`config.mk`:
```
export PLATFORM = sky130hd
export DESIGN_NAME = two_zone_people_counter
export DESIGN_NICKNAME = d
export VERILOG_FILES = /design/src/sv/tzpc_pkg.sv /design/src/sv/tzpc_window.sv /design/src/sv/two_zone_people_counter.sv
export SDC_FILE = /design/constraint.sdc
export NUM_CORES = 1
export LEC_CHECK = 0
export BUFFER_PORTS_ARGS = -buffer_cell sky130_fd_sc_hd__buf_2
export CAP_MARGIN = 30
export CORE_MARGIN = 4
export CORE_UTILIZATION = 45
export DETAILED_ROUTE_END_ITERATION = 8
export GPL_TIMING_DRIVEN = 0
export PLACE_DENSITY = 0.62
export SYNTH_ARGS = -nofsm -noshare
export SYNTH_HDL_FRONTEND = slang
export SYNTH_SLANG_ARGS = --single-unit
```
`constraint.sdc`:
```
create_clock -name clk -period 10 [get_ports clk]
set_input_delay 1 -clock clk [delete_from_list [all_inputs] [get_ports clk]]
set_output_delay 1 -clock clk [all_outputs]
set_load 0.05 [all_outputs]
```
`src/sv/tzpc_pkg.sv`:
```
// Shared constants and types of the two-zone people counter
package tzpc_pkg;

	localparam int WINDOW = 10;
	localparam int DIST_W = 16;
	localparam int COUNT_W = 16;
	localparam int FILL_W = $clog2(WINDOW + 1);
	localparam int PFILL_W = 3;

	// Combined occupancy codes: bit0 left, bit1 right
	localparam logic [1:0] CODE_LEFT  = 2'd1;
	localparam logic [1:0] CODE_RIGHT = 2'd2;
	localparam logic [1:0] CODE_BOTH  = 2'd3;

	localparam logic [PFILL_W-1:0] PATH_START = 3'd1;
	localparam logic [PFILL_W-1:0] PATH_FULL  = 3'd4;
	localparam int PATH_LEN = 3;

	localparam int TDATA_W = 24;

	typedef struct packed {
		logic push;
		logic clear;
	} win_ctrl_t;

endpackage

```
`src/sv/tzpc_window.sv`:
```
// Sliding sample window of one zone with presence detection
module tzpc_window (
	input  logic                        clk,
	input  logic                        arst_n,
	input  tzpc_pkg::win_ctrl_t         ctrl,
	input  logic [tzpc_pkg::DIST_W-1:0] sample,
	input  logic [tzpc_pkg::DIST_W-1:0] threshold,
	output logic                        occ
);
	import tzpc_pkg::*;

	logic [DIST_W-1:0] taps_q [WINDOW];
	logic [FILL_W-1:0] fill_q;
	logic              hit;

	// min below threshold is the same as any filled entry below threshold;
	// the oldest tap drops out when the window is full
	always_comb begin
		hit = (sample < threshold);
		for (int i = 0; i < WINDOW - 1; i++) begin
			if ((FILL_W'(i) < fill_q) && (taps_q[i] < threshold)) begin
				hit = 1'b1;
			end
		end
	end

	assign occ = hit;

	// newest sample at tap 0
	always_ff @(posedge clk) begin
		if (ctrl.push) begin
			taps_q[0] <= sample;
			for (int i = 1; i < WINDOW; i++) begin
				taps_q[i] <= taps_q[i-1];
			end
		end
	end

	always_ff @(posedge clk or negedge arst_n) begin
		if (!arst_n) begin
			fill_q <= '0;
		end else if (ctrl.clear) begin
			fill_q <= '0;
		end else if (ctrl.push && (fill_q < FILL_W'(WINDOW))) begin
			fill_q <= fill_q + 1'b1;
		end
	end

endmodule

```
`src/sv/two_zone_people_counter.sv`:
```
// Two-zone people counter: each input transaction goes through the input register,
// then zone/path logic into the result register. Throughput is one sample per cycle
// while m_tready does not stall; the loop is zone window -> occupancy -> path state.
// Asynchronous active-low reset clears zone, window fills, presence, path, count
// and the threshold; window sample registers are not reset.
module two_zone_people_counter (
	input  logic                          clk,
	input  logic                          arst_n,
	input  logic                          s_tvalid,
	output logic                          s_tready,
	input  logic [tzpc_pkg::DIST_W-1:0]   s_tdata,   // [15:0] distance_mm
	output logic                          m_tvalid,
	input  logic                          m_tready,
	output logic [tzpc_pkg::TDATA_W-1:0]  m_tdata,   // [0] zone_occupied, [16:1] person_count,
	                                                 // [17] entered, [18] exited,
	                                                 // [19] path_rejected, [23:20] zero
	output logic                          m_tuser,   // [0] zone
	input  logic                          cfg_we,
	input  logic [tzpc_pkg::DIST_W-1:0]   cfg_wdata  // presence_threshold
);
	import tzpc_pkg::*;

	logic                vld_s1;
	logic [DIST_W-1:0]   dist_s1;
	logic                vld_s2;
	logic                zone_s2, occ_s2, ent_s2, ex_s2, rej_s2;
	logic [COUNT_W-1:0]  count_s2;

	logic [DIST_W-1:0]   thresh_q;
	logic                zone_q, left_q, right_q;
	logic [PFILL_W-1:0]  pfill_q;
	logic [1:0]          path_q [PATH_LEN];
	logic [COUNT_W-1:0]  count_q;

	logic                advance, zone_nx, occ_l, occ_r, occ, ev;
	logic                left_nx, right_nx, both_empty, judge, ent, ex, rej;
	logic [1:0]          code;
	logic [PFILL_W-1:0]  pfill_inc, slot;
	logic [COUNT_W-1:0]  count_nx;
	win_ctrl_t           ctrl_l, ctrl_r;

	assign advance  = vld_s1 && (!vld_s2 || m_tready);
	assign s_tready = !vld_s1 || advance;
	assign zone_nx  = ~zone_q;

	always_comb begin
		ctrl_l.push  = advance && zone_nx;
		ctrl_r.push  = advance && !zone_nx;
		ctrl_l.clear = advance && judge;
		ctrl_r.clear = advance && judge;
	end

	tzpc_window u_win_left (
		.clk       (clk),
		.arst_n    (arst_n),
		.ctrl      (ctrl_l),
		.sample    (dist_s1),
		.threshold (thresh_q),
		.occ       (occ_l)
	);

	tzpc_window u_win_right (
		.clk       (clk),
		.arst_n    (arst_n),
		.ctrl      (ctrl_r),
		.sample    (dist_s1),
		.threshold (thresh_q),
		.occ       (occ_r)
	);

	always_comb begin
		occ = zone_nx ? occ_l : occ_r;
		if (zone_nx) begin
			ev   = (occ != left_q);
			code = {right_q, occ};
		end else begin
			ev   = (occ != right_q);
			code = {occ, left_q};
		end
		left_nx    = (zone_nx && ev) ? occ : left_q;
		right_nx   = (!zone_nx && ev) ? occ : right_q;
		both_empty = !left_nx && !right_nx;
		pfill_inc  = (pfill_q < PATH_FULL) ? pfill_q + 1'b1 : pfill_q;
		slot       = pfill_inc - 3'd2;
		judge      = ev && both_empty && (pfill_inc == PATH_FULL);
		ent = judge && (path_q[0] == CODE_LEFT) && (path_q[1] == CODE_BOTH)
			&& (path_q[2] == CODE_RIGHT);
		ex  = judge && (path_q[0] == CODE_RIGHT) && (path_q[1] == CODE_BOTH)
			&& (path_q[2] == CODE_LEFT);
		rej = judge && !ent && !ex;
		count_nx = count_q;
		if (ent) begin
			count_nx = count_q + 1'b1;
		end else if (ex) begin
			count_nx = count_q - 1'b1;
		end
	end

	always_ff @(posedge clk or negedge arst_n) begin
		if (!arst_n) begin
			thresh_q <= '0;
		end else if (cfg_we) begin
			thresh_q <= cfg_wdata;
		end
	end

	// input register
	always_ff @(posedge clk or negedge arst_n) begin
		if (!arst_n) begin
			vld_s1 <= 1'b0;
		end else if (s_tready) begin
			vld_s1 <= s_tvalid;
		end
	end

	always_ff @(posedge clk) begin
		if (s_tvalid && s_tready) begin
			dist_s1 <= s_tdata;
		end
	end

	// zone, presence, path and count state
	always_ff @(posedge clk or negedge arst_n) begin
		if (!arst_n) begin
			zone_q  <= 1'b0;
			left_q  <= 1'b0;
			right_q <= 1'b0;
			pfill_q <= PATH_START;
			count_q <= '0;
			for (int i = 0; i < PATH_LEN; i++) begin
				path_q[i] <= '0;
			end
		end else if (advance) begin
			zone_q  <= zone_nx;
			left_q  <= left_nx;
			right_q <= right_nx;
			count_q <= count_nx;
			if (ev) begin
				if (both_empty) begin
					pfill_q <= PATH_START;
				end else begin
					pfill_q        <= pfill_inc;
					path_q[slot[1:0]] <= code;
				end
			end
		end
	end

	// result register
	always_ff @(posedge clk or negedge arst_n) begin
		if (!arst_n) begin
			vld_s2 <= 1'b0;
		end else if (advance) begin
			vld_s2 <= 1'b1;
		end else if (m_tready) begin
			vld_s2 <= 1'b0;
		end
	end

	always_ff @(posedge clk) begin
		if (advance) begin
			zone_s2  <= zone_nx;
			occ_s2   <= occ;
			count_s2 <= count_nx;
			ent_s2   <= ent;
			ex_s2    <= ex;
			rej_s2   <= rej;
		end
	end

	assign m_tvalid = vld_s2;
	assign m_tuser  = zone_s2;
	assign m_tdata  = {4'b0, rej_s2, ex_s2, ent_s2, count_s2, occ_s2};

endmodule

```
==> run_results.csv, run 1 <==
group,metric,value,unit
critical_path,worst_path_max_delay_cell,"inv_1",
drt,drtIter0Drc,762,
cts,clk_latency,0.57,ns
yosys,ys_ff_latch,379,
yosys,syn_area,19400,sq um
power_and_ir_drop,ir_drop,0.000109,V
final_layout,utilization,0.518,
drt,firstDrtPassIters,6,
critical_path,timing.rr.start,"thresh_q[14]",
yosys,ys_seq_area_frac,0.574,
global_route,antenna_found_initial,0,
global_route,grt_max_degree,34,
yosys,syn_inst,1430,
hold_path,min_path_cells,0,
final_layout,design_area,21900,sq um
critical_path,reg2reg_to,"u_win_right.fill_q[0]",
critical_path,path_cells,"inv_1 -> ha_1 -> nand4_1 -> nor3_1 -> or4_1 -> nor2_1 -> a221oi_1 -> nand4_4 -> o22ai_4 -> buf_2 -> nand2_1 -> nor2_2 -> nor2_1",
timing,hold_violations,0,
drt,drc,0,
global_route,grt_first_pass_wirelength,64900,um
timing,fin_crit_sh,0.430,
cts,clock_path_buffers,3,
drt,antenna_left,0,
floorplan,coreArea,42200,sq um
timing,tns,0,ns
drt,viasPerCell,5.73,
yosys,synth_cell_types,72,
drt,routedWlPerCell,19.1,um
critical_path,cp.required,10.41,ns
floorplan,die_y,215,um
critical_path,critPathMostFrequentCell,"nor2_1",
cts,cts-hold-fix-buffers,0,
yosys,synth_top_area_cell,"edfxtp_1",
critical_path,crit_fanout,20,
floorplan,io_pins,64,
critical_path,critical_path.max_stage_delay,0.71,ns
drt,num_vias,12126,
yosys,synth_top_area_share,0.504,
power_and_ir_drop,power,4.75,mW
critical_path,cp-end-kind,"flip-flop",
final_layout,area_growth,13.0,%
cts,cts_buffers,42,
timing,finClkSkew,0.0265,ns
yosys,ys_warn_count,0,
flow_run,cap_violations,0,
floorplan,num_rows,75,
yosys,syn_area_per_cell,13.5,sq um
floorplan,die_width,215,um
cts,clk_pin_slew,0.06,ns
critical_path,crit_arrival,4.71,ns
hold_path,hold_class,"reg -> reg",
hold_path,min_to,"u_win_right.taps_q[8][0]",
yosys,yosysMostFrequentCell,"edfxtp_1",
timing,rsz0062_at_grt,"false",
final_layout,nets,1879,
global_route,track_usage,0.174,
cts,htree_levels,2,
placed_design,io_buffers,59,
timing,report.final.slew_viol_count,0,
timing,setup_viol,0,
yosys,synth_area_leaders,"edfxtp_1 (50%), ha_1 (19%), dfrtp_1 (6.9%), a21oi_1 (2.4%), nand4_1 (1.6%)",
outcome,outcome,"complete, no violations",
placed_design,place_area,20600,sq um
final_layout,antenna_cells,0,
cts,post-cts-setup-buffers,0,
drt,wirelength,40400,um
final_layout,drive_gt1_frac,0.106,
timing,max_slew_margin,0.341,
critical_path,rr_worst_depth,13,
floorplan,dieArea,46400,sq um
global_route,grt_overflow,0,
global_route,grt_pass1_vias,12633,
yosys,yosys-top-cells-count,"edfxtp_1 (325), ha_1 (294), a21oi_1 (92)",
floorplan,start_util,0.458,
yosys,yosys_most_used_dff,"edfxtp_1",
cts,cts_resized,0,
timing,max_freq,0.233,GHz
cts,clock-sinks,379,
critical_path,ff2ff_setup_slack,5.70,ns
placed_design,place_congestion,0.850,
placed_design,dp_hpwl,29600,um
critical_path,start_kind,"flip-flop",
cts,cts_root_buf,"clkbuf_16",
critical_path,crit_type,"reg -> reg",
timing,period_minus_slack,4.30,ns
yosys,synth_edf_count,325,
hold_path,hp-start,"u_win_right.taps_q[7][0]",
timing,worst_pin_slew,0.987,ns
power_and_ir_drop,power_density,217,nW/um^2
power_and_ir_drop,p_leak,8.64,nW
yosys,async_flop_share,0.142,
cts,cts_tree,"done",
==> power by group <==
part	leakage (nW)	switching, mW	internal (mW)
Sequential	3.67	0.144	2.07
Clock	0.624	0.610	0.827
Combinational	4.34	0.688	0.418
==> cell usage in the layout (no fill, tap or decap), drive strengths merged, types with 52 or more instances in the layout <==
cell type and count:
a21oi 92, nor2 62, ha 294, buf 86
nand4 52, o21ai 62, edfxtp 325, dfrtp 53
nand2 63, clkbuf 78
==> logic make-up after synthesis <==
| group | after synthesis | share of synthesized area |
|---|---|---|
| AO/OA/AOI/OAI | 313 | 0.107 |
| XOR/XNOR | 31 | 0.0140 |
| adder cells (fa/ha/maj) | 294 | 0.190 |
| buffers and inverters | 68 | 0.0160 |
| flip-flops | 379 | 0.574 |
| multiplexers | 12 | 0.00672 |
| other | 1 | 0.000194 |
| AND/OR/NAND/NOR | 332 | 0.0921 |
==> routing by layer <==
layer,share of wire,track usage,vias to the layer above
li1,-,-,5869
met3,0.041,0.0326,74
met5,0,0,-
met1,0.44,0.223,5970
met4,0.029,0.0548,0
met2,0.49,0.299,213
==> state kept, by name, indices dropped and copies added (netlist names), 3 cells and up <==
register / count
u_win_left.fill_q: 4
path_q: 6
u_win_right.fill_q: 4
thresh_q: 16
u_win_left.taps_q: 144
count_q: 16
u_win_right.taps_q: 144
count_s2: 16
dist_s1: 16
pfill_q: 3
==> per-stage QoR <==
stage	instances	setup slack, ns	hold WS (ns)
3_5_place_dp	2042	5.68	0.423
5_1_grt	2117	5.26	0.442
6_report	2117	5.70	0.433
2_1_floorplan	1433	1.39	0.417
3_3_place_gp	2031	-2.04	0.422
4_1_cts	2116	5.65	0.431
==> final cells by class <==
class                      count  area, sq um
inverter                      37          139
clock inverter                12         76.3
tap                          539          674
timing repair buffer          71          543
fill                        3592        20400
clock buffer                  62         1200
sequential                   379        11100
multi-input combinational    986         7960
buffer                        31          173
==> worst max-delay path by stage <==
| stage | from | to | slack, ns | cells past startpoint |
|---|---|---|---|---|
| after floorplan | m_tready | left_q | 1.39 | 5 |
| after global placement | m_tready | left_q | -2.04 | 6 |
| after detailed placement | thresh_q[14] | u_win_left.fill_q[0] | 5.68 | 13 |
| after CTS | thresh_q[7] | u_win_right.fill_q[0] | 5.65 | 13 |
| after global routing | thresh_q[14] | u_win_left.fill_q[2] | 5.26 | 12 |
| final | thresh_q[14] | u_win_right.fill_q[0] | 5.70 | 13 |
==> critical path: cells and delay by family, from the launching register on <==
kind / cells / cell delay, ns
fa+ha+maj: 1 / 0.28
compound gates: 2 / 0.80
buf+inv: 2 / 1.00
flops: 1 / 0.36
simple gates: 8 / 1.68
Power figures use the tool's default switching activity.
==> inputs of run 2 (changes only) <==
clock period = 4.1 ns   (was 10 ns; I/O delays follow)
==> run_results.csv, run 2 (synthesis gave the netlist of run 1 again) <==
group,metric,value,unit
critical_path,start_kind,"flip-flop",
power_and_ir_drop,p_leak,8.90,nW
floorplan,num_rows,75,
cts,cts_tree,"done",
timing,fin_crit_sh,0.972,
timing,setup_viol,0,
drt,antenna_left,0,
cts,clock_path_buffers,3,
cts,htree_levels,2,
cts,cts_buffers,43,
global_route,grt_overflow,0,
floorplan,start_util,0.458,
timing,hold_violations,0,
placed_design,place_ws,-0.280,ns
floorplan,die_width,215,um
critical_path,crit_fanout,10,
critical_path,crit_type,"reg -> reg",
placed_design,io_buffers,59,
floorplan,io_pins,64,
placed_design,dp_hpwl,29500,um
floorplan,coreArea,42200,sq um
flow_run,cap_violations,0,
timing,worst_pin_slew,0.912,ns
final_layout,top_regs,"u_win_left.taps_q x144, u_win_right.taps_q x144",
drt,viasPerCell,5.85,
cts,clock-sinks,379,
drt,wirelength,45600,um
outcome,outcome,"complete, no violations",
timing,max_slew_margin,0.392,
final_layout,stdcell_count,2193,
global_route,grt_max_degree,36,
timing,max_freq,0.251,GHz
timing,setup_ws,0.115,ns
timing,hold_ws,0.0341,ns
placed_design,placed_cells,2042,
final_layout,antenna_cells,0,
drt,firstDrtPassIters,5,
final_layout,nets,1951,
power_and_ir_drop,ir_drop,0.000291,V
floorplan,dieArea,46400,sq um
timing,finClkSkew,0.0277,ns
timing,tns,0,ns
cts,clk_pin_slew,0.06,ns
cts,clk_latency,0.57,ns
drt,drc,0,
final_layout,final_common_cell,"edfxtp_1",
power_and_ir_drop,power_density,528,nW/um^2
floorplan,die_y,215,um
hold_path,hold_class,"in -> reg",
drt,routedWlPerCell,20.8,um
drt,num_vias,12820,
cts,cts_root_buf,"clkbuf_16",
critical_path,cp.required,4.38,ns
placed_design,place_congestion,0.864,
final_layout,mostFrequentLayoutCells,"edfxtp_1 (325), ha_1 (294), a21oi_1 (92)",
timing,rsz0062_at_grt,"false",
global_route,antenna_found_initial,0,
timing,period_minus_slack,3.99,ns
global_route,track_usage,0.192,
critical_path,crit_arrival,4.26,ns
final_layout,area_growth,17.4,%
final_layout,drive_gt1_frac,0.154,
global_route,grt_first_pass_wirelength,70100,um
drt,drtIter0Drc,907,
timing,report.final.slew_viol_count,0,
final_layout,utilization,0.538,
critical_path,cp-end-kind,"flip-flop",
global_route,grt_pass1_vias,13052,
==> run 2: per-stage QoR <==
stage	cell area (sq um)	total power, mW
after detailed placement	20600	8.19
after CTS	22600	12.1
after global placement	20400	7.99
final	22700	12.0
after global routing	22700	12.7
after floorplan	19400	7.23
==> run 2: metal layers <==
metal | wire (um) | share of wire | GRT usage | vias to the layer above
met1 | 21200 | 0.46 | 0.266 | 6427
met2 | 21200 | 0.47 | 0.316 | 289
met4 | 1140 | 0.025 | 0.0591 | 0
li1 | - | - | - | 6034
met3 | 2120 | 0.046 | 0.0277 | 70
met5 | 0 | 0 | 0 | -
==> run 2: path summary, 6_finish.rpt <==
kind | cells past startpoint | to | from | slack [ns]
max in group asynchronous | 3 | thresh_q[6] | arst_n | 3.04
min reg2reg | 0 | u_win_right.taps_q[4][0] | u_win_right.taps_q[3][0] | 0.43
min | 1 | dist_s1[13] | s_tdata[13] | 0.03
max reg2reg | 15 | count_s2[3] | thresh_q[14] | 0.11
max | 15 | count_s2[3] | thresh_q[14] | 0.11
min in group asynchronous | 2 | count_q[15] | arst_n | 0.44
==> run 2: area by class of cell <==
| class | count | area, sq um |
|---|---|---|
| clock buffer | 64 | 1220 |
| clock inverter | 15 | 138 |
| timing repair buffer | 127 | 1090 |
| timing repair inverter | 15 | 113 |
| fill | 3498 | 19500 |
| sequential | 379 | 11100 |
| inverter | 37 | 195 |
| tap | 539 | 674 |
| buffer | 31 | 173 |
| multi-input combinational | 986 | 8000 |
==> run 2: power by group <==
group,switching (mW),internal (mW)
logic,1.75,1.11
clock network,1.53,2.19
registers,0.385,5.04
==> run 2: critical path: stages (launching register included) <==
cell and delay (ns):
dfrtp_2 0.48, clkinvlp_4 0.10, buf_4 0.19, buf_4 0.17
ha_1 0.31, nand4_1 0.20, nor4_1 0.37, and2_1 0.21
a21oi_1 0.12, nor4_4 0.33, nand4_4 0.21, o22ai_4 0.29
buf_6 0.19, nand3_2 0.11, o31ai_2 0.28, xor2_1 0.12
==> run 2: timing repair <==
item	CTS	global route
endpoints found under the setup margin	46	27
cloned	13	2
endpoints found under the hold margin	37	0
buffers inserted	39	5
hold buffers	13	0
pin swaps	2	3
resized for setup	33	11
==> inputs of run 3 (changes only) <==
ABC_AREA = 1   (was default)
CTS_CLUSTER_SIZE = 14   (was default)
==> run_results.csv, run 3 <==
group,metric,value,unit
final_layout,area_growth,16.5,%
power_and_ir_drop,power_density,555,nW/um^2
drt,wirelength,40300,um
critical_path,start_kind,"flip-flop",
cts,clock-sinks,379,
timing,tns,0,ns
drt,routedWlPerCell,16.1,um
yosys,ys_seq_area_frac,0.568,
critical_path,crit_arrival,4.11,ns
yosys,synth_area_leaders,"edfxtp_1 (50%), ha_1 (19%), nand2_1 (7.9%), dfrtp_1 (6.8%), a21oi_1 (3.6%)",
yosys,yosys_most_used_dff,"edfxtp_1",
hold_path,hold_class,"in -> reg",
floorplan,coreArea,43100,sq um
yosys,synth_top_area_cell,"edfxtp_1",
final_layout,final_common_cell,"nand2_1",
global_route,track_usage,0.165,
timing,max_freq,0.264,GHz
final_layout,drive_gt1_frac,0.107,
critical_path,critical_path.max_stage_delay,0.46,ns
floorplan,die_width,217,um
placed_design,place_congestion,0.819,
floorplan,io_pins,64,
final_layout,top_regs,"u_win_left.taps_q x144, u_win_right.taps_q x144",
placed_design,io_buffers,59,
yosys,synth_cell_types,41,
final_layout,mostFrequentLayoutCells,"nand2_1 (410), edfxtp_1 (325), ha_1 (294)",
power_and_ir_drop,ir_drop,0.000270,V
critical_path,crit_fanout,10,
flow_run,cap_violations,0,
timing,max_slew_margin,0.498,
critical_path,critPathMostFrequentCell,"nand2_1",
floorplan,start_util,0.455,
critical_path,crit_type,"reg -> reg",
timing,worst_pin_slew,0.751,ns
yosys,ys_ff_latch,379,
floorplan,dieArea,46900,sq um
drt,drtIter0Drc,702,
critical_path,cp.required,4.42,ns
yosys,async_flop_share,0.142,
critical_path,path_buf_inv,6,
drt,antenna_left,0,
timing,finClkSkew,0.0141,ns
critical_path,worst_path_max_delay_cell,"dfrtp_2",
timing,period_minus_slack,3.79,ns
drt,drc,0,
yosys,syn_area,19600,sq um
timing,fin_crit_sh,0.924,
timing,report.final.slew_viol_count,0,
cts,cts_buffers,44,
drt,firstDrtPassIters,5,
global_route,grt_max_degree,37,
timing,setup_viol,0,
drt,viasPerCell,5.12,
cts,cts_root_buf,"clkbuf_16",
global_route,grt_overflow,0,
yosys,syn_area_per_cell,11.3,sq um
yosys,syn_inst,1733,
yosys,ys_warn_count,0,
power_and_ir_drop,power,12.6,mW
cts,clk_pin_slew,0.06,ns
floorplan,num_rows,76,
global_route,grt_pass1_vias,12961,
yosys,yosysMostFrequentCell,"nand2_1",
final_layout,nets,2223,
cts,htree_levels,2,
yosys,synth_top_area_share,0.498,
power_and_ir_drop,p_leak,9.71,nW
global_route,antenna_found_initial,0,
cts,clk_latency,0.57,ns
placed_design,dp_hpwl,27200,um
yosys,yosys-top-cells-count,"nand2_1 (410), edfxtp_1 (325), ha_1 (294)",
outcome,outcome,"complete, no violations",
drt,num_vias,12843,
cts,clock_path_buffers,3,
critical_path,cp-end-kind,"flip-flop",
timing,hold_violations,0,
final_layout,fill_cells,3684,
cts,cts_tree,"done",
critical_path,path_delay_family,"simple AND/OR/NAND/NOR gates",
floorplan,die_y,217,um
yosys,synth_edf_count,325,
global_route,grt_first_pass_wirelength,63000,um
final_layout,antenna_cells,0,
## run 3: report_power, final
group / leakage [nW] / switching (mW) / internal [mW]
Combinational: 5.34 / 2.13 / 1.20
Clock: 0.661 / 1.53 / 2.19
Sequential: 3.71 / 0.412 / 5.19
## run 3: layout make-up
class | count | area [sq um] | share of cell area
Sequential cell | 379 | 11100 | 0.488
Clock buffer | 57 | 1170 | 0.0514
Clock inverter | 22 | 179 | 0.00785
Timing Repair inverter | 9 | 67.6 | 0.00296
Timing Repair Buffer | 101 | 1010 | 0.0441
Buffer | 19 | 134 | 0.00587
Multi-Input combinational cell | 1187 | 7790 | 0.342
Tap cell | 585 | 732 | 0.0321
Inverter | 151 | 602 | 0.0264
## run 3: cells by family (layout without fill, tap and decap cells)
logic type	count (synthesis)	in the layout	synth area share
adders and majority gates	294	294	0.188
other	1	4	0.000192
xor gates and xnor gates	8	8	0.00396
and+or+nand+nor	624	624	0.134
buffers and inverters	170	359	0.0359
DFF	379	379	0.568
AOI/OAI and AO/OA	257	257	0.0708
## run 3: per-layer routing
metal  global-route usage  vias up  share of wire
met4               0.0465        0          0.023
met2                0.282      235           0.46
met5                    0        -              0
met1                0.216     6072           0.47
li1                     -     6472              -
met3               0.0313       64          0.047
## run 3: timing repair
action,in CTS,in global routing
gates resized for setup,0,25
hold endpoints to repair,40,0
setup endpoints to repair,0,44
setup buffers,0,10
hold buffers,17,0
## run 3: worst paths after layout
kind | slack [ns] | start | to | depth (start not counted)
worst min register to register | 0.45 | u_win_right.taps_q[4][0] | u_win_right.taps_q[5][0] | 0
worst min-delay path | 0.05 | cfg_wdata[15] | thresh_q[15] | 3
worst max register to register | 0.31 | thresh_q[14] | count_s2[7] | 25
max in group asynchronous | 3.03 | arst_n | pfill_q[0] | 3
worst max-delay path | 0.31 | thresh_q[14] | count_s2[7] | 25
min in group asynchronous | 0.40 | arst_n | thresh_q[0] | 2
## run 3: stage by stage
step / worst slack (ns) / util / cells / cell area, sq um / hold WS, ns
6_report: 0.311 / 0.529 / 2510 / 22800 / 0.0538
5_1_grt: -0.00954 / 0.529 / 2510 / 22800 / 0.0428
3_5_place_dp: 0.0345 / 0.483 / 2389 / 20800 / 0.436
2_1_floorplan: 0.0222 / - / 1736 / 19600 / 0.114
4_1_cts: 0.0119 / 0.519 / 2485 / 22300 / 0.0204
3_3_place_gp: -1.32 / 0.479 / 2380 / 20600 / 0.431
## run 3: tightest hold or removal path, stage by stage
cell	delay, ns
buf_2	0.07
nand2_1	0.04
o21ai_0	0.06
